[src/design/iad_pkg.sv]
// Shared constants, types and lookup functions for the IMA ADPCM block decoder.
`default_nettype none
package iad_pkg;

  localparam int MAX_BLOCK_FRAMES = 4096;
  // Bits needed to hold a block frame count up to MAX_BLOCK_FRAMES.
  localparam int BLK_W            = $clog2(MAX_BLOCK_FRAMES + 1);
  localparam int TRK_W            = 24;
  localparam int HDR_BYTES        = 5;            // header bytes kept before the last one
  localparam logic [2:0] HDR_LAST = 3'd5;         // position of the closing header byte
  localparam logic [6:0] STEP_MAX = 7'd88;
  localparam logic signed [17:0] PRED_MIN = -18'sd32768;
  localparam logic signed [17:0] PRED_MAX = 18'sd32767;

  // Result status codes.
  localparam logic ST_OK      = 1'b0;
  localparam logic ST_BAD_HDR = 1'b1;

  typedef logic [14:0] step_t;
  typedef logic signed [15:0] sample_t;

  // Step-size table; positions 88 and above read as 32767.
  function automatic step_t step_size(input logic [6:0] pos);
    step_t s;
    unique case (pos)
      7'd0:  s = 15'd7;     7'd1:  s = 15'd8;     7'd2:  s = 15'd9;     7'd3:  s = 15'd10;
      7'd4:  s = 15'd11;    7'd5:  s = 15'd12;    7'd6:  s = 15'd13;    7'd7:  s = 15'd14;
      7'd8:  s = 15'd16;    7'd9:  s = 15'd17;    7'd10: s = 15'd19;    7'd11: s = 15'd21;
      7'd12: s = 15'd23;    7'd13: s = 15'd25;    7'd14: s = 15'd28;    7'd15: s = 15'd31;
      7'd16: s = 15'd34;    7'd17: s = 15'd37;    7'd18: s = 15'd41;    7'd19: s = 15'd45;
      7'd20: s = 15'd50;    7'd21: s = 15'd55;    7'd22: s = 15'd60;    7'd23: s = 15'd66;
      7'd24: s = 15'd73;    7'd25: s = 15'd80;    7'd26: s = 15'd88;    7'd27: s = 15'd97;
      7'd28: s = 15'd107;   7'd29: s = 15'd118;   7'd30: s = 15'd130;   7'd31: s = 15'd143;
      7'd32: s = 15'd157;   7'd33: s = 15'd173;   7'd34: s = 15'd190;   7'd35: s = 15'd209;
      7'd36: s = 15'd230;   7'd37: s = 15'd253;   7'd38: s = 15'd279;   7'd39: s = 15'd307;
      7'd40: s = 15'd337;   7'd41: s = 15'd371;   7'd42: s = 15'd408;   7'd43: s = 15'd449;
      7'd44: s = 15'd494;   7'd45: s = 15'd544;   7'd46: s = 15'd598;   7'd47: s = 15'd658;
      7'd48: s = 15'd724;   7'd49: s = 15'd796;   7'd50: s = 15'd876;   7'd51: s = 15'd963;
      7'd52: s = 15'd1060;  7'd53: s = 15'd1166;  7'd54: s = 15'd1282;  7'd55: s = 15'd1411;
      7'd56: s = 15'd1552;  7'd57: s = 15'd1707;  7'd58: s = 15'd1878;  7'd59: s = 15'd2066;
      7'd60: s = 15'd2272;  7'd61: s = 15'd2499;  7'd62: s = 15'd2749;  7'd63: s = 15'd3024;
      7'd64: s = 15'd3327;  7'd65: s = 15'd3660;  7'd66: s = 15'd4026;  7'd67: s = 15'd4428;
      7'd68: s = 15'd4871;  7'd69: s = 15'd5358;  7'd70: s = 15'd5894;  7'd71: s = 15'd6484;
      7'd72: s = 15'd7132;  7'd73: s = 15'd7845;  7'd74: s = 15'd8630;  7'd75: s = 15'd9493;
      7'd76: s = 15'd10442; 7'd77: s = 15'd11487; 7'd78: s = 15'd12635; 7'd79: s = 15'd13899;
      7'd80: s = 15'd15289; 7'd81: s = 15'd16818; 7'd82: s = 15'd18500; 7'd83: s = 15'd20350;
      7'd84: s = 15'd22385; 7'd85: s = 15'd24623; 7'd86: s = 15'd27086; 7'd87: s = 15'd29794;
      default: s = 15'd32767;
    endcase
    return s;
  endfunction

  // Step position adjustment for the magnitude bits of a nibble.
  function automatic logic signed [4:0] index_adjust(input logic [2:0] mag);
    logic signed [4:0] a;
    unique case (mag)
      3'd4:    a = 5'sd2;
      3'd5:    a = 5'sd4;
      3'd6:    a = 5'sd6;
      3'd7:    a = 5'sd8;
      default: a = -5'sd1;
    endcase
    return a;
  endfunction

endpackage
`default_nettype wire

[src/design/iad_nibble.sv]
// One ADPCM nibble decode: predictor update with saturation and step position update.
`default_nettype none
module iad_nibble
  import iad_pkg::*;
(
  input  wire logic [3:0] nib,
  input  wire sample_t    pred,
  input  wire logic [6:0] step_pos,
  output sample_t         pred_new,
  output logic [6:0]      step_pos_new
);

  step_t              step;
  logic [16:0]        diff;
  logic signed [17:0] sum;
  logic signed [7:0]  np;
  logic signed [4:0]  adj;

  always_comb begin
    step = step_size(step_pos);
    diff = 17'(step >> 3);
    if (nib[0]) diff = diff + 17'(step >> 2);
    if (nib[1]) diff = diff + 17'(step >> 1);
    if (nib[2]) diff = diff + 17'(step);
    if (nib[3]) sum = {{2{pred[15]}}, pred} - $signed({1'b0, diff});
    else        sum = {{2{pred[15]}}, pred} + $signed({1'b0, diff});
    if (sum < PRED_MIN)      pred_new = PRED_MIN[15:0];
    else if (sum > PRED_MAX) pred_new = PRED_MAX[15:0];
    else                     pred_new = sum[15:0];

    adj = index_adjust(nib[2:0]);
    np  = $signed({1'b0, step_pos}) + {{3{adj[4]}}, adj};
    if (np < 8'sd0)                          step_pos_new = 7'd0;
    else if (np > $signed({1'b0, STEP_MAX})) step_pos_new = STEP_MAX;
    else                                     step_pos_new = np[6:0];
  end

endmodule
`default_nettype wire

[src/design/ima_adpcm_block_decoder.sv]
// Top level of the IMA ADPCM block decoder: header parsing, frame counting, result register.
//
//  channel   | dir | handshake              | payload
//  ----------+-----+------------------------+----------------------------------------------
//  in_       | in  | in_tvalid / in_tready  | in_tdata[7:0] = data_byte
//  out_      | out | out_tvalid / out_tready| out_tdata = sample, out_tuser = {track_end,
//            |     |                        | status}, out_tlast = last
//  cfg_      | in  | cfg_valid / cfg_ready  | cfg_data[23:0] = track length in frames
//
// Order: a data byte is decoded one nibble at a time, low nibble first, since the high
//   nibble's sample needs the predictor left by the low nibble through the shared
//   nibble decoder. The next byte can enter the input register while the high nibble waits.
// Datapath: results are decoded combinationally from the input byte or held high nibble.
// Reset: synchronous on rst_n; expects a header, counters zero, track length all ones.
// Stalls: a one-entry input register takes a byte while a result waits in the output
//   register; header bytes that give no result drain even while the output is stalled.
`default_nettype none
module ima_adpcm_block_decoder
  import iad_pkg::*;
(
  input  wire logic         clk,
  input  wire logic         rst_n,
  input  wire logic         in_tvalid,
  output logic              in_tready,
  input  wire logic [7:0]   in_tdata,     // [7:0] data_byte
  output logic              out_tvalid,
  input  wire logic         out_tready,
  output logic [15:0]       out_tdata,    // [15:0] sample
  output logic [1:0]        out_tuser,    // [0] status, [1] track_end
  output logic              out_tlast,    // last result of the input byte
  input  wire logic         cfg_valid,
  output logic              cfg_ready,
  input  wire logic [23:0]  cfg_data      // [23:0] track length in frames
);

  // Configuration
  logic [TRK_W-1:0] trk_frames_r;

  // Input register
  logic       in_full_r, in_full_nxt;
  logic [7:0] in_byte_r;

  // Decoder state
  logic             in_header_r, in_header_nxt;
  logic [2:0]       hdr_pos_r, hdr_pos_nxt;
  logic [7:0]       hdr_r [HDR_BYTES];
  sample_t          pred_r, pred_nxt;
  logic [6:0]       step_r, step_nxt;
  logic [BLK_W-1:0] blk_rem_r, blk_rem_nxt;
  logic [TRK_W-1:0] trk_rem_r, trk_rem_nxt;
  logic             hi_pend_r, hi_pend_nxt;
  logic [3:0]       hi_nib_r, hi_nib_nxt;

  // Result register
  logic    out_valid_r, out_valid_nxt;
  sample_t out_smp_r, out_smp_nxt;
  logic    out_st_r, out_st_nxt;
  logic    out_te_r, out_te_nxt;
  logic    out_last_r, out_last_nxt;

  logic             can_load, hdr_fill, do_hi, do_in, in_acc;
  logic [3:0]       nib;
  sample_t          nib_pred;
  logic [6:0]       nib_step;
  logic [15:0]      hdr_count;
  logic [TRK_W-1:0] trk_eff;
  logic             hdr_bad;
  logic [BLK_W-1:0] blk_dec;
  logic [TRK_W-1:0] trk_dec;
  logic             trk_hit;

  assign cfg_ready = 1'b1;
  assign in_acc    = in_tvalid & in_tready;

  // The output register can take a new result this cycle.
  assign can_load  = !out_valid_r || out_tready;
  // Header bytes before the closing one give no result.
  assign hdr_fill  = in_header_r && (hdr_pos_r != HDR_LAST);
  assign do_hi     = hi_pend_r && can_load;
  assign do_in     = in_full_r && !hi_pend_r && (hdr_fill || can_load);
  assign in_tready = !in_full_r || do_in;

  assign nib = hi_pend_r ? hi_nib_r : in_byte_r[3:0];

  iad_nibble u_nibble (
    .nib          (nib),
    .pred         (pred_r),
    .step_pos     (step_r),
    .pred_new     (nib_pred),
    .step_pos_new (nib_step)
  );

  // Header check; track counter reloads when empty before the count is compared.
  assign hdr_count = {hdr_r[1], hdr_r[0]};
  assign trk_eff   = (trk_rem_r == '0) ? trk_frames_r : trk_rem_r;
  assign hdr_bad   = (hdr_count == 16'd0)
                  || ({16'd0, hdr_count} > 32'(MAX_BLOCK_FRAMES))
                  || ({8'd0, hdr_count} > trk_eff)
                  || (hdr_r[4] > {1'b0, STEP_MAX})
                  || (in_byte_r != 8'd0);

  // Frame counting for data samples.
  assign blk_dec = blk_rem_r - 1'b1;
  assign trk_dec = (trk_rem_r != '0) ? trk_rem_r - 1'b1 : trk_rem_r;
  assign trk_hit = (trk_rem_r == TRK_W'(1));

  always_comb begin
    in_full_nxt   = in_full_r;
    in_header_nxt = in_header_r;
    hdr_pos_nxt   = hdr_pos_r;
    pred_nxt      = pred_r;
    step_nxt      = step_r;
    blk_rem_nxt   = blk_rem_r;
    trk_rem_nxt   = trk_rem_r;
    hi_pend_nxt   = hi_pend_r;
    hi_nib_nxt    = hi_nib_r;
    out_valid_nxt = out_valid_r && !out_tready;
    out_smp_nxt   = out_smp_r;
    out_st_nxt    = out_st_r;
    out_te_nxt    = out_te_r;
    out_last_nxt  = out_last_r;

    if (in_acc)     in_full_nxt = 1'b1;
    else if (do_in) in_full_nxt = 1'b0;

    if (do_hi) begin
      // High nibble of the byte whose low nibble gave the previous result.
      pred_nxt      = nib_pred;
      step_nxt      = nib_step;
      blk_rem_nxt   = blk_dec;
      trk_rem_nxt   = trk_dec;
      hi_pend_nxt   = 1'b0;
      in_header_nxt = (blk_dec == '0);
      out_valid_nxt = 1'b1;
      out_smp_nxt   = nib_pred;
      out_st_nxt    = ST_OK;
      out_te_nxt    = trk_hit;
      out_last_nxt  = 1'b1;
    end else if (do_in) begin
      if (hdr_fill) begin
        hdr_pos_nxt = hdr_pos_r + 3'd1;
      end else if (in_header_r) begin
        // Closing header byte: one result, good or bad.
        hdr_pos_nxt   = 3'd0;
        trk_rem_nxt   = trk_eff;
        out_valid_nxt = 1'b1;
        out_last_nxt  = 1'b1;
        if (hdr_bad) begin
          out_smp_nxt = '0;
          out_st_nxt  = ST_BAD_HDR;
          out_te_nxt  = 1'b0;
        end else begin
          pred_nxt      = {hdr_r[3], hdr_r[2]};
          step_nxt      = hdr_r[4][6:0];
          blk_rem_nxt   = hdr_count[BLK_W-1:0] - 1'b1;
          trk_rem_nxt   = trk_eff - 1'b1;
          in_header_nxt = (hdr_count == 16'd1);
          out_smp_nxt   = {hdr_r[3], hdr_r[2]};
          out_st_nxt    = ST_OK;
          out_te_nxt    = (trk_eff == TRK_W'(1));
        end
      end else begin
        // Low nibble; the high nibble follows unless the block is used up.
        pred_nxt      = nib_pred;
        step_nxt      = nib_step;
        blk_rem_nxt   = blk_dec;
        trk_rem_nxt   = trk_dec;
        out_valid_nxt = 1'b1;
        out_smp_nxt   = nib_pred;
        out_st_nxt    = ST_OK;
        out_te_nxt    = trk_hit;
        if (blk_dec == '0) begin
          in_header_nxt = 1'b1;
          out_last_nxt  = 1'b1;
        end else begin
          out_last_nxt = 1'b0;
          hi_pend_nxt  = 1'b1;
          hi_nib_nxt   = in_byte_r[7:4];
        end
      end
    end
  end

  always_ff @(posedge clk) begin
    if (!rst_n) begin
      trk_frames_r <= '1;
      in_full_r    <= 1'b0;
      in_header_r  <= 1'b1;
      hdr_pos_r    <= 3'd0;
      pred_r       <= '0;
      step_r       <= '0;
      blk_rem_r    <= '0;
      trk_rem_r    <= '0;
      hi_pend_r    <= 1'b0;
      out_valid_r  <= 1'b0;
    end else begin
      if (cfg_valid && cfg_ready) trk_frames_r <= cfg_data;
      in_full_r   <= in_full_nxt;
      in_header_r <= in_header_nxt;
      hdr_pos_r   <= hdr_pos_nxt;
      pred_r      <= pred_nxt;
      step_r      <= step_nxt;
      blk_rem_r   <= blk_rem_nxt;
      trk_rem_r   <= trk_rem_nxt;
      hi_pend_r   <= hi_pend_nxt;
      out_valid_r <= out_valid_nxt;
    end
  end

  // Payload registers, no reset.
  always_ff @(posedge clk) begin
    if (in_acc) in_byte_r <= in_tdata;
    if (do_in && hdr_fill) hdr_r[hdr_pos_r] <= in_byte_r;
    hi_nib_r   <= hi_nib_nxt;
    out_smp_r  <= out_smp_nxt;
    out_st_r   <= out_st_nxt;
    out_te_r   <= out_te_nxt;
    out_last_r <= out_last_nxt;
  end

  assign out_tvalid = out_valid_r;
  assign out_tdata  = out_smp_r;
  assign out_tuser  = {out_te_r, out_st_r};
  assign out_tlast  = out_last_r;

endmodule
`default_nettype wire

[config.mk]
export PLATFORM = sky130hd
export DESIGN_NAME = ima_adpcm_block_decoder
export DESIGN_NICKNAME = d
export VERILOG_FILES = /design/src/design/iad_pkg.sv /design/src/design/iad_nibble.sv /design/src/design/ima_adpcm_block_decoder.sv
export SDC_FILE = /design/constraint.sdc
export NUM_CORES = 1
export LEC_CHECK = 0
export BUFFER_PORTS_ARGS = -buffer_cell sky130_fd_sc_hd__buf_2
export CORE_UTILIZATION = 34
export DETAILED_ROUTE_END_ITERATION = 16
export GPL_TIMING_DRIVEN = 0
export PLACE_DENSITY = 0.59
export SLEW_MARGIN = 20
export SYNTH_ARGS = -nofsm -noshare
export SYNTH_HDL_FRONTEND = slang
export SYNTH_SLANG_ARGS = --single-unit
[constraint.sdc]
create_clock -name clk -period 9.1 [get_ports clk]
set_clock_uncertainty 0.05 [all_clocks]
set_input_delay 1.82 -clock clk [delete_from_list [all_inputs] [get_ports clk]]
set_output_delay 1.82 -clock clk [all_outputs]
set_load 0.05 [all_outputs]
# Word level (Yosys, flattened, before mapping)
# Memory sizes are Yosys's and may differ from the RTL's. A register that Yosys moved wholly into a read port is not among the register bits.
# Cells that the tools add are included.
# classes
muxes	62
magnitude_cmp	7
add_sub_neg	11
reduce_logical	32
bitwise_logic	6
n_eq_ne	10
# ops
operator	n
two-way mux 16 bit	12
two-way mux 24 bit	7
two-way mux 13 bit	5
two-way mux 7 bit	9
equality test 24 x 1 -> 1 bit, second input constant	2
subtractor 24 x 1 -> 24 bit, second input constant	2
two-way mux 17 bit	2
subtractor 13 x 1 -> 13 bit, second input constant	2
greater-than comparator 16 x 24 -> 1 bit	1
logical NOT 24 bit	1
nonzero test 24 bit	1
two-way mux 1 bit	21
one-hot mux 5 bit (4 select lines)	1
adder 18 x 17 -> 18 bit	1
greater-than comparator 18 x 16 -> 1 bit, second input constant	1
< comparator 18 x 16 -> 1 bit, second input constant	1
two-way mux 18 bit	1
subtractor 18 x 17 -> 18 bit	1
adder 17 x 14 -> 17 bit	1
adder 17 x 15 -> 17 bit	1
equality test 16 x 1 -> 1 bit, second input constant	1
greater-than comparator 16 x 13 -> 1 bit, second input constant	1
logical NOT 16 bit	1
adder 12 x 13 -> 14 bit	1
other kinds (24)	51
# totals
inputBits	37
romBits	1920
ramBits	40
output_inout_bits	22
register_bits	122
memories	2
word_cells	146
# mem_list
name	words	width	read_ports	rd_clocked_by_memory_dff	wr	line	rtl
(name not given)	128	15	1	1	0	iad_pkg.sv:25	unique case (pos)
hdr_r	5	8	5	0	1	ima_adpcm_block_decoder.sv:46	logic [7:0] hdr_r [HDR_BYTES];

# Depth between registers and ports, before layout
# Gate-level depths: netlist of run 1.
# depth
depth_word	15
ltp_mapped	39
ltp_nobuf	38

# By module
# A second synthesis of run 1 with hierarchy kept.
# unflattened
cells_unflattened	1886
hier_area_um2	15153.3
# by_module_without_submodules
mod	area_each_um2	cells_each	instances
ima_adpcm_block_decoder	8803.4	967	1
iad_nibble	6349.8	919	1

# Worst setup path after synthesis of run 1
# No wires, ideal clock.
# synth_timing
kind	register to register
from	reg, netlist name u_nibble.step[3]
to	reg out_smp_r[2], in the netlist out_tdata[2] (data pin)
t_arrival_ns	8.358
t_required_ns	8.883
path_buffers	1
stages_incl_launch_ff	38
path_slack_ns	0.524
path_cell_list	dfxtp_1 -> ha_1 -> inv_1 -> fa_1 -> nand2b_1 -> a21oi_1 -> nor2_1 -> xor2_1 -> o21ai_0 -> ha_1 -> a2111oi_0 -> o21ai_0 -> nand2_1 -> xnor2_1 -> mux2_2 -> ha_1 -> a21oi_1 -> nand2_1 -> [2 not listed] -> nand2_1 -> o32a_1 -> or4_4 -> or2_2 -> nand2_1 -> xnor2_1 -> ha_1 -> a21o_1 -> a2111oi_0 -> a22o_1 -> a21oi_1 -> o311a_1 -> or3_1 -> o32a_4 -> a21oi_2 -> buf_4 -> o21ai_0 -> a211oi_1
# synth_via
elab_chain_len	15
# synth_rtl
element	line	rtl
adder 12 x 13 -> 14 bit	iad_nibble.sv:22	if (nib[0]) diff = diff + 17'(step >> 2);
two-way mux 14 bit	iad_nibble.sv:22	
adder 17 x 14 -> 17 bit	iad_nibble.sv:23	if (nib[1]) diff = diff + 17'(step >> 1);
two-way mux 17 bit	iad_nibble.sv:23	
adder 17 x 15 -> 17 bit	iad_nibble.sv:24	if (nib[2]) diff = diff + 17'(step);
two-way mux 17 bit *	iad_nibble.sv:24	
adder 18 x 17 -> 18 bit / subtractor 18 x 17 -> 18 bit (equally long branches)	iad_nibble.sv:26, iad_nibble.sv:25	
two-way mux 18 bit *	iad_nibble.sv:25	if (nib[3]) sum = {{2{pred[15]}}, pred} - $signed({1'b0, diff});
greater-than comparator 18 x 16 -> 1 bit	iad_nibble.sv:28	else if (sum > PRED_MAX) pred_new = PRED_MAX[15:0];
two-way mux 16 bit	iad_nibble.sv:28	
two-way mux 16 bit *	iad_nibble.sv:27	if (sum < PRED_MIN) pred_new = PRED_MIN[15:0];
two-way mux 16 bit	ima_adpcm_block_decoder.sv:142	end else if (in_header_r) begin
two-way mux 16 bit	ima_adpcm_block_decoder.sv:140	if (hdr_fill) begin
two-way mux 16 bit	ima_adpcm_block_decoder.sv:139	end else if (do_in) begin
two-way mux 16 bit *	ima_adpcm_block_decoder.sv:126	if (do_hi) begin
net out_smp_nxt[2]	ima_adpcm_block_decoder.sv:56	sample_t out_smp_r, out_smp_nxt;
end signal, assigned	ima_adpcm_block_decoder.sv:215	out_smp_r <= out_smp_nxt;
end, declared	ima_adpcm_block_decoder.sv:56	
# Mark *: on every way through the listed nets, which the timed path passes. The rest lies on a longest branch. The select of a mux whose other input is x is not followed.
# A chain may end at the register's enable or synchronous reset.

# Final worst setup path of run 1
# layout_timing
from	reg, netlist name u_nibble.step[3]
to	reg out_smp_r[9], in the netlist out_tdata[9] (data pin)
# layout_via
elab_chain_len	15
# layout_rtl
element	line
adder 12 x 13 -> 14 bit	iad_nibble.sv:22
two-way mux 14 bit	iad_nibble.sv:22
adder 17 x 14 -> 17 bit	iad_nibble.sv:23
two-way mux 17 bit	iad_nibble.sv:23
adder 17 x 15 -> 17 bit	iad_nibble.sv:24
two-way mux 17 bit *	iad_nibble.sv:24
adder 18 x 17 -> 18 bit / subtractor 18 x 17 -> 18 bit (equally long branches)	iad_nibble.sv:26, iad_nibble.sv:25
two-way mux 18 bit *	iad_nibble.sv:25
greater-than comparator 18 x 16 -> 1 bit	iad_nibble.sv:28
two-way mux 16 bit	iad_nibble.sv:28
two-way mux 16 bit *	iad_nibble.sv:27
two-way mux 16 bit	ima_adpcm_block_decoder.sv:142
two-way mux 16 bit	ima_adpcm_block_decoder.sv:140
two-way mux 16 bit	ima_adpcm_block_decoder.sv:139
two-way mux 16 bit *	ima_adpcm_block_decoder.sv:126
net out_smp_nxt[9]	ima_adpcm_block_decoder.sv:56
# Marked as above.

==> metrics.txt, run 1 <==
# TYPE chip_impl_metric gauge
chip_impl_metric{name="drt_iter0_drc",unit=""} 1469
chip_impl_info{name="reg2reg_to",value="out_tdata[9]"} 1
chip_impl_info{name="worst_hold_end",value="blk_rem_r[1]"} 1
chip_impl_info{name="netlist.top_cell.by_area",value="dfxtp_1"} 1
chip_impl_metric{name="area.sequential",unit="sq mm"} 0.00425
chip_impl_metric{name="floorplan.die.height",unit="microns"} 211
chip_impl_metric{name="final_layout_size_suffix_gt1_share",unit="%"} 12.1
chip_impl_info{name="path_class",value="flip-flop to flip-flop"} 1
chip_impl_metric{name="synth_cells",unit=""} 1863
chip_impl_metric{name="max_stage_delay",unit="ps"} 580
chip_impl_metric{name="synth_edf_count",unit=""} 69
chip_impl_info{name="cp-start-kind",value="flip-flop"} 1
chip_impl_info{name="result_of_the_run",value="complete, no violations"} 1
chip_impl_metric{name="fill_cells",unit=""} 4520
chip_impl_metric{name="coreArea",unit="sq mm"} 0.0432
chip_impl_metric{name="timing_worst_slew_pin_value",unit="ps"} 903
chip_impl_metric{name="antenna_found_initial",unit=""} 0
chip_impl_metric{name="dieArea",unit="sq mm"} 0.0447
chip_impl_metric{name="std_cell_rows",unit=""} 76
chip_impl_info{name="hp-class",value="flip-flop to flip-flop"} 1
chip_impl_info{name="endpoint_kind",value="flip-flop"} 1
chip_impl_metric{name="initial_utilization",unit="%"} 34.5
chip_impl_metric{name="multi_input_area",unit="sq mm"} 0.0103
chip_impl_metric{name="route.vias.total",unit=""} 15300
chip_impl_metric{name="insertion_delay",unit="ps"} 460
chip_impl_metric{name="worst-endpoint-arrival",unit="ps"} 8980
chip_impl_info{name="path_common_cell",value="nand2_1"} 1
chip_impl_metric{name="final-max-slew-violation-count",unit=""} 0
chip_impl_metric{name="slew_headroom",unit="%"} 39.2
chip_impl_metric{name="first_pass_iters",unit=""} 6
chip_impl_metric{name="critPathMaxFanout",unit=""} 10
chip_impl_metric{name="routabilityCongestion",unit=""} 1.03
chip_impl_info{name="synth.top_cells.by_count",value="nand2_1, a21oi_1, nor2_1, o21ai_0"} 1
chip_impl_metric{name="fmax",unit="MHz"} 114
chip_impl_metric{name="ff2ff_path_depth",unit=""} 37
chip_impl_metric{name="final_hold_viol_count",unit=""} 0
chip_impl_metric{name="whs_path_depth",unit=""} 2
chip_impl_metric{name="layout.nets",unit=""} 2106
chip_impl_metric{name="clk_path_buf_depth",unit=""} 2
chip_impl_metric{name="final_std_cell_area_no_fill",unit="sq mm"} 0.0170
chip_impl_metric{name="rrSetupSlack",unit="ps"} 330
chip_impl_metric{name="postSynthAreaPerCell",unit="sq um"} 8.00
chip_impl_metric{name="maxCapViolations",unit=""} 0
chip_impl_metric{name="setup-violations-final",unit=""} 0
chip_impl_metric{name="clock_sinks",unit=""} 177
chip_impl_metric{name="finish.cell_count_without_fillers",unit=""} 2555
chip_impl_metric{name="place_inst",unit=""} 2506
chip_impl_info{name="synth.area.top_cells",value="dfxtp_1, edfxtp_1, ha_1, a21oi_1, nand2_1"} 1
chip_impl_metric{name="synthToLayoutAreaGrowth",unit="%"} 14.0
chip_impl_metric{name="die_w",unit="microns"} 211
chip_impl_info{name="hold_path_startpoint",value="blk_rem_r[1]"} 1
chip_impl_metric{name="synth_top_area_share",unit="%"} 14.5
chip_impl_metric{name="leakagePower",unit="nW"} 6.57
chip_impl_metric{name="ys_types",unit=""} 93
chip_impl_metric{name="cts_inserted_buffers",unit=""} 17
chip_impl_info{name="main_synth_ff_type",value="dfxtp_1"} 1
chip_impl_info{name="yosysMostFrequentCell",value="nand2_1"} 1
chip_impl_metric{name="boundaryPins",unit=""} 59
chip_impl_metric{name="holdWs",unit="ps"} 443
chip_impl_metric{name="grt_start_max_net_pins",unit=""} 27
chip_impl_metric{name="wire_per_inst",unit="microns"} 20.8
chip_impl_metric{name="synth.ff_latch_count",unit=""} 177
chip_impl_metric{name="post_route_fraction_of_the_period_consumed_by_the_critical_path",unit="%"} 96.4
chip_impl_metric{name="numPortBuffers",unit=""} 55
chip_impl_metric{name="placed_standard_cell_area",unit="sq mm"} 0.0159
chip_impl_metric{name="first_global_vias",unit=""} 14500
chip_impl_metric{name="timing.critical_path.required",unit="ps"} 9310
chip_impl_metric{name="post-route-util",unit="%"} 39.3
chip_impl_info{name="cts_tree",value="yes"} 1
chip_impl_metric{name="synth_seq_area_share",unit="%"} 28.4
chip_impl_metric{name="avg_vias_per_cell",unit=""} 6.00
chip_impl_metric{name="grt_use_total",unit="%"} 23.5
chip_impl_metric{name="path_clk_slew",unit="ps"} 70
chip_impl_metric{name="detail_route.wirelength",unit="mm"} 53.2
chip_impl_metric{name="synthesis.yosys.warnings",unit=""} 0
chip_impl_info{name="root_cell_of_the_clock_tree",value="clkbuf_16"} 1
chip_impl_metric{name="power_density",unit="mW/mm^2"} 110
chip_impl_info{name="regToRegStartpoint",value="u_nibble.step[3]"} 1
chip_impl_metric{name="synth_nets",unit=""} 2013
chip_impl_metric{name="synthesis.area",unit="sq mm"} 0.0149
chip_impl_info{name="critPathSlowestCell",value="or4_4"} 1
chip_impl_metric{name="finalCriticalPeriod",unit="ps"} 8770
chip_impl_metric{name="htree_num_levels",unit=""} 4
chip_impl_metric{name="peakVddDrop",unit="mV"} 0.150
chip_impl_metric{name="grt_first_pass_wirelength",unit="mm"} 81.6
chip_impl_metric{name="drtAntennaViolNets",unit=""} 0
chip_impl_metric{name="ys_async_sr_fraction",unit="%"} 0
chip_impl_metric{name="post-dp-hpwl",unit="mm"} 39.6
chip_impl_metric{name="drc",unit=""} 0
chip_impl_metric{name="globalRoute.totalOverflow",unit=""} 0
==> critical path, delay by kind of cell, from the launching register on <==
kind / cells / cell delay (ps)
AND/OR/NAND/NOR: 9 / 1880
AO/OA/AOI/OAI: 16 / 3570
adder cells (fa/ha/maj): 5 / 1610
multiplexers: 1 / 330
flip-flops: 1 / 390
XOR/XNOR: 4 / 490
buffers and inverters: 2 / 230
==> timing repair <==
action	4_1_cts	5_1_grt
gates resized for setup	25	50
buffers inserted	4	14
hold buffers	0	0
pin swaps	5	22
setup endpoints to repair	32	32
==> state kept, by name, summed over array words and instances, names as in the netlist, 3 cells and up <==
register	flops
pred_r	16
u_nibble.step	15
blk_rem_r	13
in_byte_r	8
hdr_pos_r	3
trk_frames_r	24
hdr_r	40
hi_nib_r	4
trk_rem_r	24
out_tdata	16
step_r	7
==> routing by layer <==
metal | up-vias | track usage [%] | wire length [microns]
li1 | 7203 | - | -
met1 | 7332 | 32.3 | 24100
met2 | 670 | 36.4 | 23500
met3 | 117 | 3.26 | 3800
met4 | 0 | 11.0 | 1800
met5 | - | 0 | 0
==> final cells by class <==
type	count	share of cell area (%)
well taps	585	4.31
plain buffers	109	2.78
inverters	60	1.35
multi-input cells	1515	60.5
repair buffers	76	2.51
clock buffers	24	3.21
clock inverters	8	0.346
diodes	1	0.0147
flip-flops and latches	177	25.0
==> worst max path at each step <==
stage / slack, ps / from / endpoint
after CTS: 3 / u_nibble.step[3] / out_tdata[9]
after global placement: -870 / u_nibble.step[3] / out_tdata[14]
after floorplan: 520 / u_nibble.step[3] / out_tdata[2]
final: 330 / u_nibble.step[3] / out_tdata[9]
after detailed placement: -1010 / u_nibble.step[3] / out_tdata[14]
after global routing: -40 / u_nibble.step[3] / out_tdata[9]
==> cells in the final DEF, fill, tap and decap left out, types with 17 or more instances in the layout <==
cell       count
o211ai_1      25
mux2i_1       41
nor4_1        25
clkbuf_16     20
xnor2_1       50
nand4_1       21
xor2_1        40
buf_2         74
a211oi_1      29
a31oi_1       37
or3_1         25
buf_4         22
o21ai_0      134
nand2_1      191
a21oi_1      156
a22oi_1       17
nor2_1       150
a21o_1        19
dfxtp_1      101
nand3_1       56
o21ai_1       17
nor3_1        55
clkbuf_1      76
edfxtp_1      69
ha_1         100
inv_1         56
==> where the power goes <==
group          switching (mW)  total (mW)  internal (mW)  leakage (nW)
Combinational           0.158       0.255         0.0967          4.78
Clock                   0.329       0.751          0.423         0.303
Sequential             0.0221       0.858          0.836          1.48
Total                   0.509        1.86           1.36          6.57
==> metrics by stage <==
step                      TNS, ps  power [mW]  worst slack (ps)
after floorplan                 0        1.04               524
after global placement     -20250        1.11              -869
after detailed placement   -24570        1.12             -1010
after CTS                       0        1.87              3.37
after global routing         -104        1.93             -42.6
final                           0        1.86               331
==> cell families after synthesis <==
kind of cell | share of synthesized area [%]
adders and majority gates | 9.74
AOI/OAI and AO/OA | 27.5
buffers and inverters | 4.63
DFF | 28.4
and+or+nand+nor | 20.2
muxes | 4.12
xor gates and xnor gates | 5.35
other | 0.0252
No activity file was read; power rests on OpenSTA's default activity.
==> inputs of run 2 (changes only) <==
--- a/config.mk
+++ b/config.mk
@@ -6,7 +6,9 @@
 export NUM_CORES = 1
 export LEC_CHECK = 0
 export BUFFER_PORTS_ARGS = -buffer_cell sky130_fd_sc_hd__buf_2
+export CORE_ASPECT_RATIO = 1.5
 export CORE_UTILIZATION = 34
+export CTS_BUF_LIST = sky130_fd_sc_hd__clkbuf_4
 export DETAILED_ROUTE_END_ITERATION = 16
 export GPL_TIMING_DRIVEN = 0
 export PLACE_DENSITY = 0.59
==> metrics.txt, run 2 (synthesized netlist as in run 1, its figures left out) <==
# TYPE chip_impl_metric gauge
chip_impl_metric{name="largest_register_ffs",unit=""} 40
chip_impl_metric{name="clock_sinks",unit=""} 177
chip_impl_metric{name="fill_cells",unit=""} 4461
chip_impl_metric{name="dieArea",unit="sq mm"} 0.0447
chip_impl_info{name="hp-class",value="flip-flop to flip-flop"} 1
chip_impl_metric{name="layout.nets",unit=""} 2122
chip_impl_metric{name="antenna_found_initial",unit=""} 2
chip_impl_metric{name="cts_inserted_buffers",unit=""} 17
chip_impl_metric{name="final_layout_size_suffix_gt1_share",unit="%"} 13.7
chip_impl_info{name="critPathSlowestCell",value="o32a_4"} 1
chip_impl_metric{name="post-dp-hpwl",unit="mm"} 42.7
chip_impl_metric{name="final-max-slew-violation-count",unit=""} 0
chip_impl_metric{name="slew_headroom",unit="%"} 29.0
chip_impl_metric{name="grt_start_max_net_pins",unit=""} 18
chip_impl_metric{name="numPortBuffers",unit=""} 55
chip_impl_info{name="result_of_the_run",value="complete, no violations"} 1
chip_impl_info{name="root_cell_of_the_clock_tree",value="clkbuf_4"} 1
chip_impl_metric{name="boundaryPins",unit=""} 59
chip_impl_metric{name="route.vias.total",unit=""} 15500
chip_impl_metric{name="peakVddDrop",unit="mV"} 0.0702
chip_impl_metric{name="drtAntennaViolNets",unit=""} 0
chip_impl_metric{name="drt_iter0_drc",unit=""} 1420
chip_impl_metric{name="postCtsHoldBufs",unit=""} 0
chip_impl_metric{name="place_inst",unit=""} 2491
chip_impl_metric{name="critPathMaxFanout",unit=""} 5
chip_impl_metric{name="fmax",unit="MHz"} 112
chip_impl_metric{name="insertion_delay",unit="ps"} 660
chip_impl_metric{name="timing.critical_path.required",unit="ps"} 9500
chip_impl_metric{name="detail_route.wirelength",unit="mm"} 56.9
chip_impl_info{name="path_common_cell",value="or3_1"} 1
chip_impl_metric{name="max_stage_delay",unit="ps"} 460
chip_impl_metric{name="std_cell_rows",unit=""} 93
chip_impl_info{name="cp-start-kind",value="flip-flop"} 1
chip_impl_metric{name="first_pass_iters",unit=""} 8
chip_impl_metric{name="avg_vias_per_cell",unit=""} 6.05
chip_impl_metric{name="fin_setup_tns",unit="ps"} 0
chip_impl_metric{name="htree_num_levels",unit=""} 4
chip_impl_metric{name="whs_path_depth",unit=""} 2
chip_impl_metric{name="area.sequential",unit="sq mm"} 0.00426
chip_impl_info{name="regToRegStartpoint",value="u_nibble.step[3]"} 1
chip_impl_metric{name="wire_per_inst",unit="microns"} 22.2
chip_impl_info{name="reg2reg_to",value="out_tdata[5]"} 1
chip_impl_metric{name="synthToLayoutAreaGrowth",unit="%"} 13.9
chip_impl_metric{name="post_route_fraction_of_the_period_consumed_by_the_critical_path",unit="%"} 98.0
chip_impl_metric{name="final_std_cell_area_no_fill",unit="sq mm"} 0.0170
chip_impl_metric{name="coreArea",unit="sq mm"} 0.0431
chip_impl_info{name="cts_tree",value="yes"} 1
chip_impl_metric{name="maxCapViolations",unit=""} 0
chip_impl_metric{name="routabilityCongestion",unit=""} 0.996
chip_impl_info{name="final_common_cell",value="nand2_1"} 1
chip_impl_metric{name="floorplan.die.height",unit="microns"} 258
chip_impl_metric{name="placed_standard_cell_area",unit="sq mm"} 0.0159
chip_impl_info{name="largest_registers_in_the_final_layout",value="hdr_r (40), trk_frames_r (24), trk_rem_r (24)"} 1
chip_impl_metric{name="path_clk_slew",unit="ps"} 160
chip_impl_metric{name="worst-endpoint-arrival",unit="ps"} 9310
chip_impl_metric{name="ff2ff_path_depth",unit=""} 34
chip_impl_metric{name="drc",unit=""} 0
chip_impl_metric{name="multi_input_area",unit="sq mm"} 0.0104
chip_impl_metric{name="grt_use_total",unit="%"} 24.7
chip_impl_info{name="hold_path_startpoint",value="blk_rem_r[1]"} 1
chip_impl_metric{name="setup-violations-final",unit=""} 0
chip_impl_metric{name="power_density",unit="mW/mm^2"} 93.7
chip_impl_metric{name="finish.cell_count_without_fillers",unit=""} 2559
chip_impl_metric{name="rrSetupSlack",unit="ps"} 190
chip_impl_info{name="endpoint_kind",value="flip-flop"} 1
chip_impl_metric{name="globalRoute.totalOverflow",unit=""} 0
chip_impl_info{name="layout_common_cells",value="nand2_1, a21oi_1, nor2_1"} 1
chip_impl_metric{name="finalCriticalPeriod",unit="ps"} 8910
chip_impl_metric{name="first_global_vias",unit=""} 14900
chip_impl_info{name="path_class",value="flip-flop to flip-flop"} 1
chip_impl_metric{name="final_hold_viol_count",unit=""} 0
chip_impl_metric{name="die_w",unit="microns"} 173
chip_impl_metric{name="timing_worst_slew_pin_value",unit="ps"} 1060
chip_impl_metric{name="grt_first_pass_wirelength",unit="mm"} 86.2
chip_impl_info{name="worst_hold_end",value="blk_rem_r[1]"} 1
chip_impl_metric{name="clk_path_buf_depth",unit=""} 2
chip_impl_metric{name="leakagePower",unit="nW"} 6.55
chip_impl_metric{name="initial_utilization",unit="%"} 34.6
chip_impl_info{name="regMostFlops",value="hdr_r"} 1
-- run 2: cell type report --
class / instances / share of cell area (%)
tap: 570 / 4.20
multi-input combinational: 1515 / 61.5
clock inverter: 12 / 0.723
buffer: 109 / 2.85
clock buffer: 20 / 0.885
inverter: 60 / 1.33
sequential: 177 / 25.1
timing repair buffer: 92 / 3.35
antenna: 4 / 0.0590
-- run 2: worst max path at each step --
stage,start,end,cells after the start
2_1_floorplan,u_nibble.step[3],out_tdata[2],37
3_3_place_gp,u_nibble.step[3],out_tdata[2],37
3_5_place_dp,u_nibble.step[3],out_tdata[7],37
4_1_cts,u_nibble.step[3],out_tdata[10],34
5_1_grt,u_nibble.step[3],out_tdata[9],36
6_report,u_nibble.step[3],out_tdata[5],34
-- run 2: metrics by stage --
stage	worst slack (ps)	hold WS (ps)	util, %	power [mW]
2_1_floorplan	524	392	-	1.04
3_3_place_gp	-928	426	36.9	1.12
3_5_place_dp	-1100	431	37.0	1.12
4_1_cts	19.7	462	38.1	1.58
5_1_grt	-143	485	39.4	1.65
6_report	185	462	39.4	1.59
-- run 2: worst max-delay path: cells and delay by family (launching register included) --
kind            cells  cell delay [ps]
compound gates     18             4320
xor+xnor            2              160
fa+ha+maj           4             1240
buf+inv             1              160
flops               1              390
mux                 1              330
simple gates        8             2050
-- run 2: timing repair --
item | in CTS | in global routing
setup endpoints to repair | 32 | 31
pin swaps | 5 | 30
setup buffers | 5 | 28
hold endpoints to repair | 0 | 0
gates cloned | 0 | 1
resized for setup | 37 | 75
-- run 2: where the power goes --
part / switching (mW) / leakage (nW) / internal [mW]
Sequential: 0.0224 / 1.49 / 0.836
Combinational: 0.161 / 4.91 / 0.0989
Clock: 0.320 / 0.152 / 0.152
Total: 0.503 / 6.55 / 1.09
-- run 2: routing by layer --
metal / wire (microns) / vias up / track usage (%)
li1: - / 7218 / -
met4: 3500 / 0 / 13.9
met2: 28500 / 646 / 44.9
met3: 2680 / 190 / 2.99
met1: 22200 / 7427 / 27.9
met5: 0 / - / 0
==> inputs of run 3 (changes only) <==
--- a/config.mk
+++ b/config.mk
@@ -12,6 +12,7 @@
 export DETAILED_ROUTE_END_ITERATION = 16
 export GPL_TIMING_DRIVEN = 0
 export PLACE_DENSITY = 0.59
+export REMOVE_ABC_BUFFERS = 1
 export SLEW_MARGIN = 20
 export SYNTH_ARGS = -nofsm -noshare
 export SYNTH_HDL_FRONTEND = slang
==> metrics.txt, run 3 (synthesized netlist as in run 1, its figures left out) <==
# TYPE chip_impl_metric gauge
chip_impl_info{name="timing.critical_path.to",value="out_tdata[8]"} 1
chip_impl_info{name="largest_registers_in_the_final_layout",value="hdr_r (40), trk_frames_r (24), trk_rem_r (24)"} 1
chip_impl_metric{name="grt_use_total",unit="%"} 21.1
chip_impl_metric{name="worst-endpoint-arrival",unit="ps"} 9200
chip_impl_metric{name="area.sequential",unit="sq mm"} 0.00426
chip_impl_info{name="layout_common_cells",value="nand2_1, a21oi_1, nor2_1"} 1
chip_impl_metric{name="final-max-slew-violation-count",unit=""} 0
chip_impl_metric{name="route.vias.total",unit=""} 14800
chip_impl_metric{name="first_global_vias",unit=""} 14400
chip_impl_info{name="regToRegStartpoint",value="u_nibble.step[3]"} 1
chip_impl_metric{name="finalCriticalPeriod",unit="ps"} 8820
chip_impl_info{name="critPathSlowestCell",value="or4_4"} 1
chip_impl_info{name="hp-class",value="flip-flop to flip-flop"} 1
chip_impl_metric{name="power.combinational.fraction",unit="%"} 15.7
chip_impl_metric{name="drc",unit=""} 0
chip_impl_metric{name="ff2ff_path_depth",unit=""} 37
chip_impl_metric{name="power.share.sequential",unit="%"} 52.4
chip_impl_metric{name="clk_path_buf_depth",unit=""} 2
chip_impl_metric{name="switching_share",unit="%"} 31.7
chip_impl_metric{name="timing_worst_slew_pin_value",unit="ps"} 1030
chip_impl_info{name="reg2reg_to",value="out_tdata[8]"} 1
chip_impl_info{name="root_cell_of_the_clock_tree",value="clkbuf_4"} 1
chip_impl_metric{name="globalRoute.totalOverflow",unit=""} 0
chip_impl_metric{name="std_cell_rows",unit=""} 93
chip_impl_metric{name="htree_num_levels",unit=""} 4
chip_impl_metric{name="layout.nets",unit=""} 2038
chip_impl_metric{name="drtAntennaViolNets",unit=""} 0
chip_impl_metric{name="peakVddDrop",unit="mV"} 0.0764
chip_impl_metric{name="multi_input_area",unit="sq mm"} 0.0104
chip_impl_info{name="cts_tree",value="yes"} 1
chip_impl_metric{name="boundaryPins",unit=""} 59
chip_impl_metric{name="cts_inserted_buffers",unit=""} 17
chip_impl_metric{name="intPower",unit="mW"} 1.12
chip_impl_metric{name="place_inst",unit=""} 2395
chip_impl_metric{name="wire_per_inst",unit="microns"} 19.6
chip_impl_info{name="crit_path_start",value="u_nibble.step[3]"} 1
chip_impl_info{name="result_of_the_run",value="complete, no violations"} 1
chip_impl_info{name="endpoint_kind",value="flip-flop"} 1
chip_impl_info{name="cp-start-kind",value="flip-flop"} 1
chip_impl_metric{name="floorplan.die.height",unit="microns"} 258
chip_impl_metric{name="max_stage_delay",unit="ps"} 570
chip_impl_info{name="path_common_cell",value="o211ai_1"} 1
chip_impl_info{name="path_class",value="flip-flop to flip-flop"} 1
chip_impl_metric{name="fin_setup_tns",unit="ps"} 0
chip_impl_metric{name="numPortBuffers",unit=""} 57
chip_impl_metric{name="fmax",unit="MHz"} 113
chip_impl_metric{name="final_hold_viol_count",unit=""} 0
chip_impl_metric{name="dieArea",unit="sq mm"} 0.0447
chip_impl_metric{name="maxCapViolations",unit=""} 0
chip_impl_metric{name="setup-violations-final",unit=""} 0
chip_impl_metric{name="path_clk_slew",unit="ps"} 160
chip_impl_info{name="regMostFlops",value="hdr_r"} 1
chip_impl_metric{name="leakagePower",unit="nW"} 6.55
chip_impl_metric{name="coreArea",unit="sq mm"} 0.0431
chip_impl_metric{name="grt_first_pass_wirelength",unit="mm"} 75.9
chip_impl_metric{name="power.switching",unit="uW"} 518
chip_impl_metric{name="grt_start_max_net_pins",unit=""} 64
chip_impl_metric{name="postCtsHoldBufs",unit=""} 0
chip_impl_metric{name="post_route_fraction_of_the_period_consumed_by_the_critical_path",unit="%"} 96.9
chip_impl_metric{name="final_layout_size_suffix_gt1_share",unit="%"} 14.2
chip_impl_metric{name="finish.cell_count_without_fillers",unit=""} 2472
chip_impl_metric{name="fill_cells",unit=""} 4393
chip_impl_metric{name="detail_route.wirelength",unit="mm"} 48.4
chip_impl_metric{name="post-dp-hpwl",unit="mm"} 34.7
chip_impl_metric{name="largest_register_ffs",unit=""} 40
chip_impl_metric{name="clock_sinks",unit=""} 177
chip_impl_metric{name="first_pass_iters",unit=""} 6
chip_impl_metric{name="critPathMaxFanout",unit=""} 7
chip_impl_metric{name="slew_headroom",unit="%"} 30.6
chip_impl_metric{name="report.power.total",unit="mW"} 1.63
chip_impl_metric{name="routabilityCongestion",unit=""} 0.917
chip_impl_metric{name="rrSetupSlack",unit="ps"} 280
chip_impl_metric{name="drt_iter0_drc",unit=""} 1112
chip_impl_metric{name="avg_vias_per_cell",unit=""} 5.98
chip_impl_metric{name="insertion_delay",unit="ps"} 670
chip_impl_metric{name="clock_power_share",unit="%"} 31.9
chip_impl_metric{name="die_w",unit="microns"} 173
chip_impl_metric{name="synthToLayoutAreaGrowth",unit="%"} 13.1
chip_impl_metric{name="antenna_found_initial",unit=""} 1
chip_impl_metric{name="timing.critical_path.required",unit="ps"} 9490
chip_impl_info{name="final_common_cell",value="nand2_1"} 1
chip_impl_metric{name="holdWs",unit="ps"} 452
chip_impl_metric{name="power_density",unit="mW/mm^2"} 97.0
chip_impl_metric{name="initial_utilization",unit="%"} 34.6
-- run 3: worst min path at each step --
stage                     startpoint          endpoint  cells past startpoint  slack (ps)
finish              trk_frames_r[12]  trk_frames_r[12]                      2         450
global route            blk_rem_r[1]      blk_rem_r[1]                      2         490
CTS                     blk_rem_r[1]      blk_rem_r[1]                      2         460
detailed placement  trk_frames_r[12]  trk_frames_r[12]                      2         420
global placement    trk_frames_r[15]  trk_frames_r[15]                      2         410
floorplan           trk_frames_r[12]  trk_frames_r[12]                      2         390
-- run 3: worst max-delay path: cells and delay by family, from the launching register on --
family                     cells  cell delay, ps
DFF                            1             400
muxes                          1             280
buffers and inverters          3             380
xor gates and xnor gates       3             440
and+or+nand+nor                7            1550
adders and majority gates      5            1690
AOI/OAI and AO/OA             18            3860
-- run 3: per-stage QoR --
| step | worst slack [ps] | area [sq um] | utilization [%] |
|---|---|---|---|
| after floorplan | -316 | 14400 | - |
| after global placement | -5350 | 15400 | 35.8 |
| after detailed placement | -1940 | 15800 | 36.7 |
| after CTS | 5.58 | 16400 | 38.0 |
| after global routing | -59.4 | 16800 | 39.1 |
| final | 284 | 16800 | 39.1 |
-- run 3: routing by layer --
metal / vias up / GRT usage (%) / routed length, microns
met4: 0 / 12.5 / 2610
met1: 7064 / 23.4 / 18700
li1: 7062 / - / -
met2: 511 / 39.1 / 24800
met3: 140 / 2.17 / 2220
met5: - / 0 / 0
-- run 3: cell type report --
class                      count  area share [%]
multi-input combinational   1517            61.9
clock inverter                15            1.14
timing repair buffer         115            5.35
inverter                      60            1.34
sequential                   177            25.3
antenna                        1          0.0149
clock buffer                  17           0.757
tap                          570            4.23
-- run 3: repair_timing --
item,4_1_cts,5_1_grt
endpoints found under the setup margin,32,31
gates cloned,2,0
pin swaps,9,32
gates resized for setup,29,57
buffers inserted,16,26
-- run 3: power groups by stage --
stage          registers [mW]  logic (mW)  clock network, mW
2_1_floorplan           0.867       0.165                  0
3_3_place_gp            0.875       0.225                  0
3_5_place_dp            0.876       0.231                  0
4_1_cts                 0.857       0.245              0.537
5_1_grt                 0.859       0.281              0.560
6_report                0.856       0.256              0.522
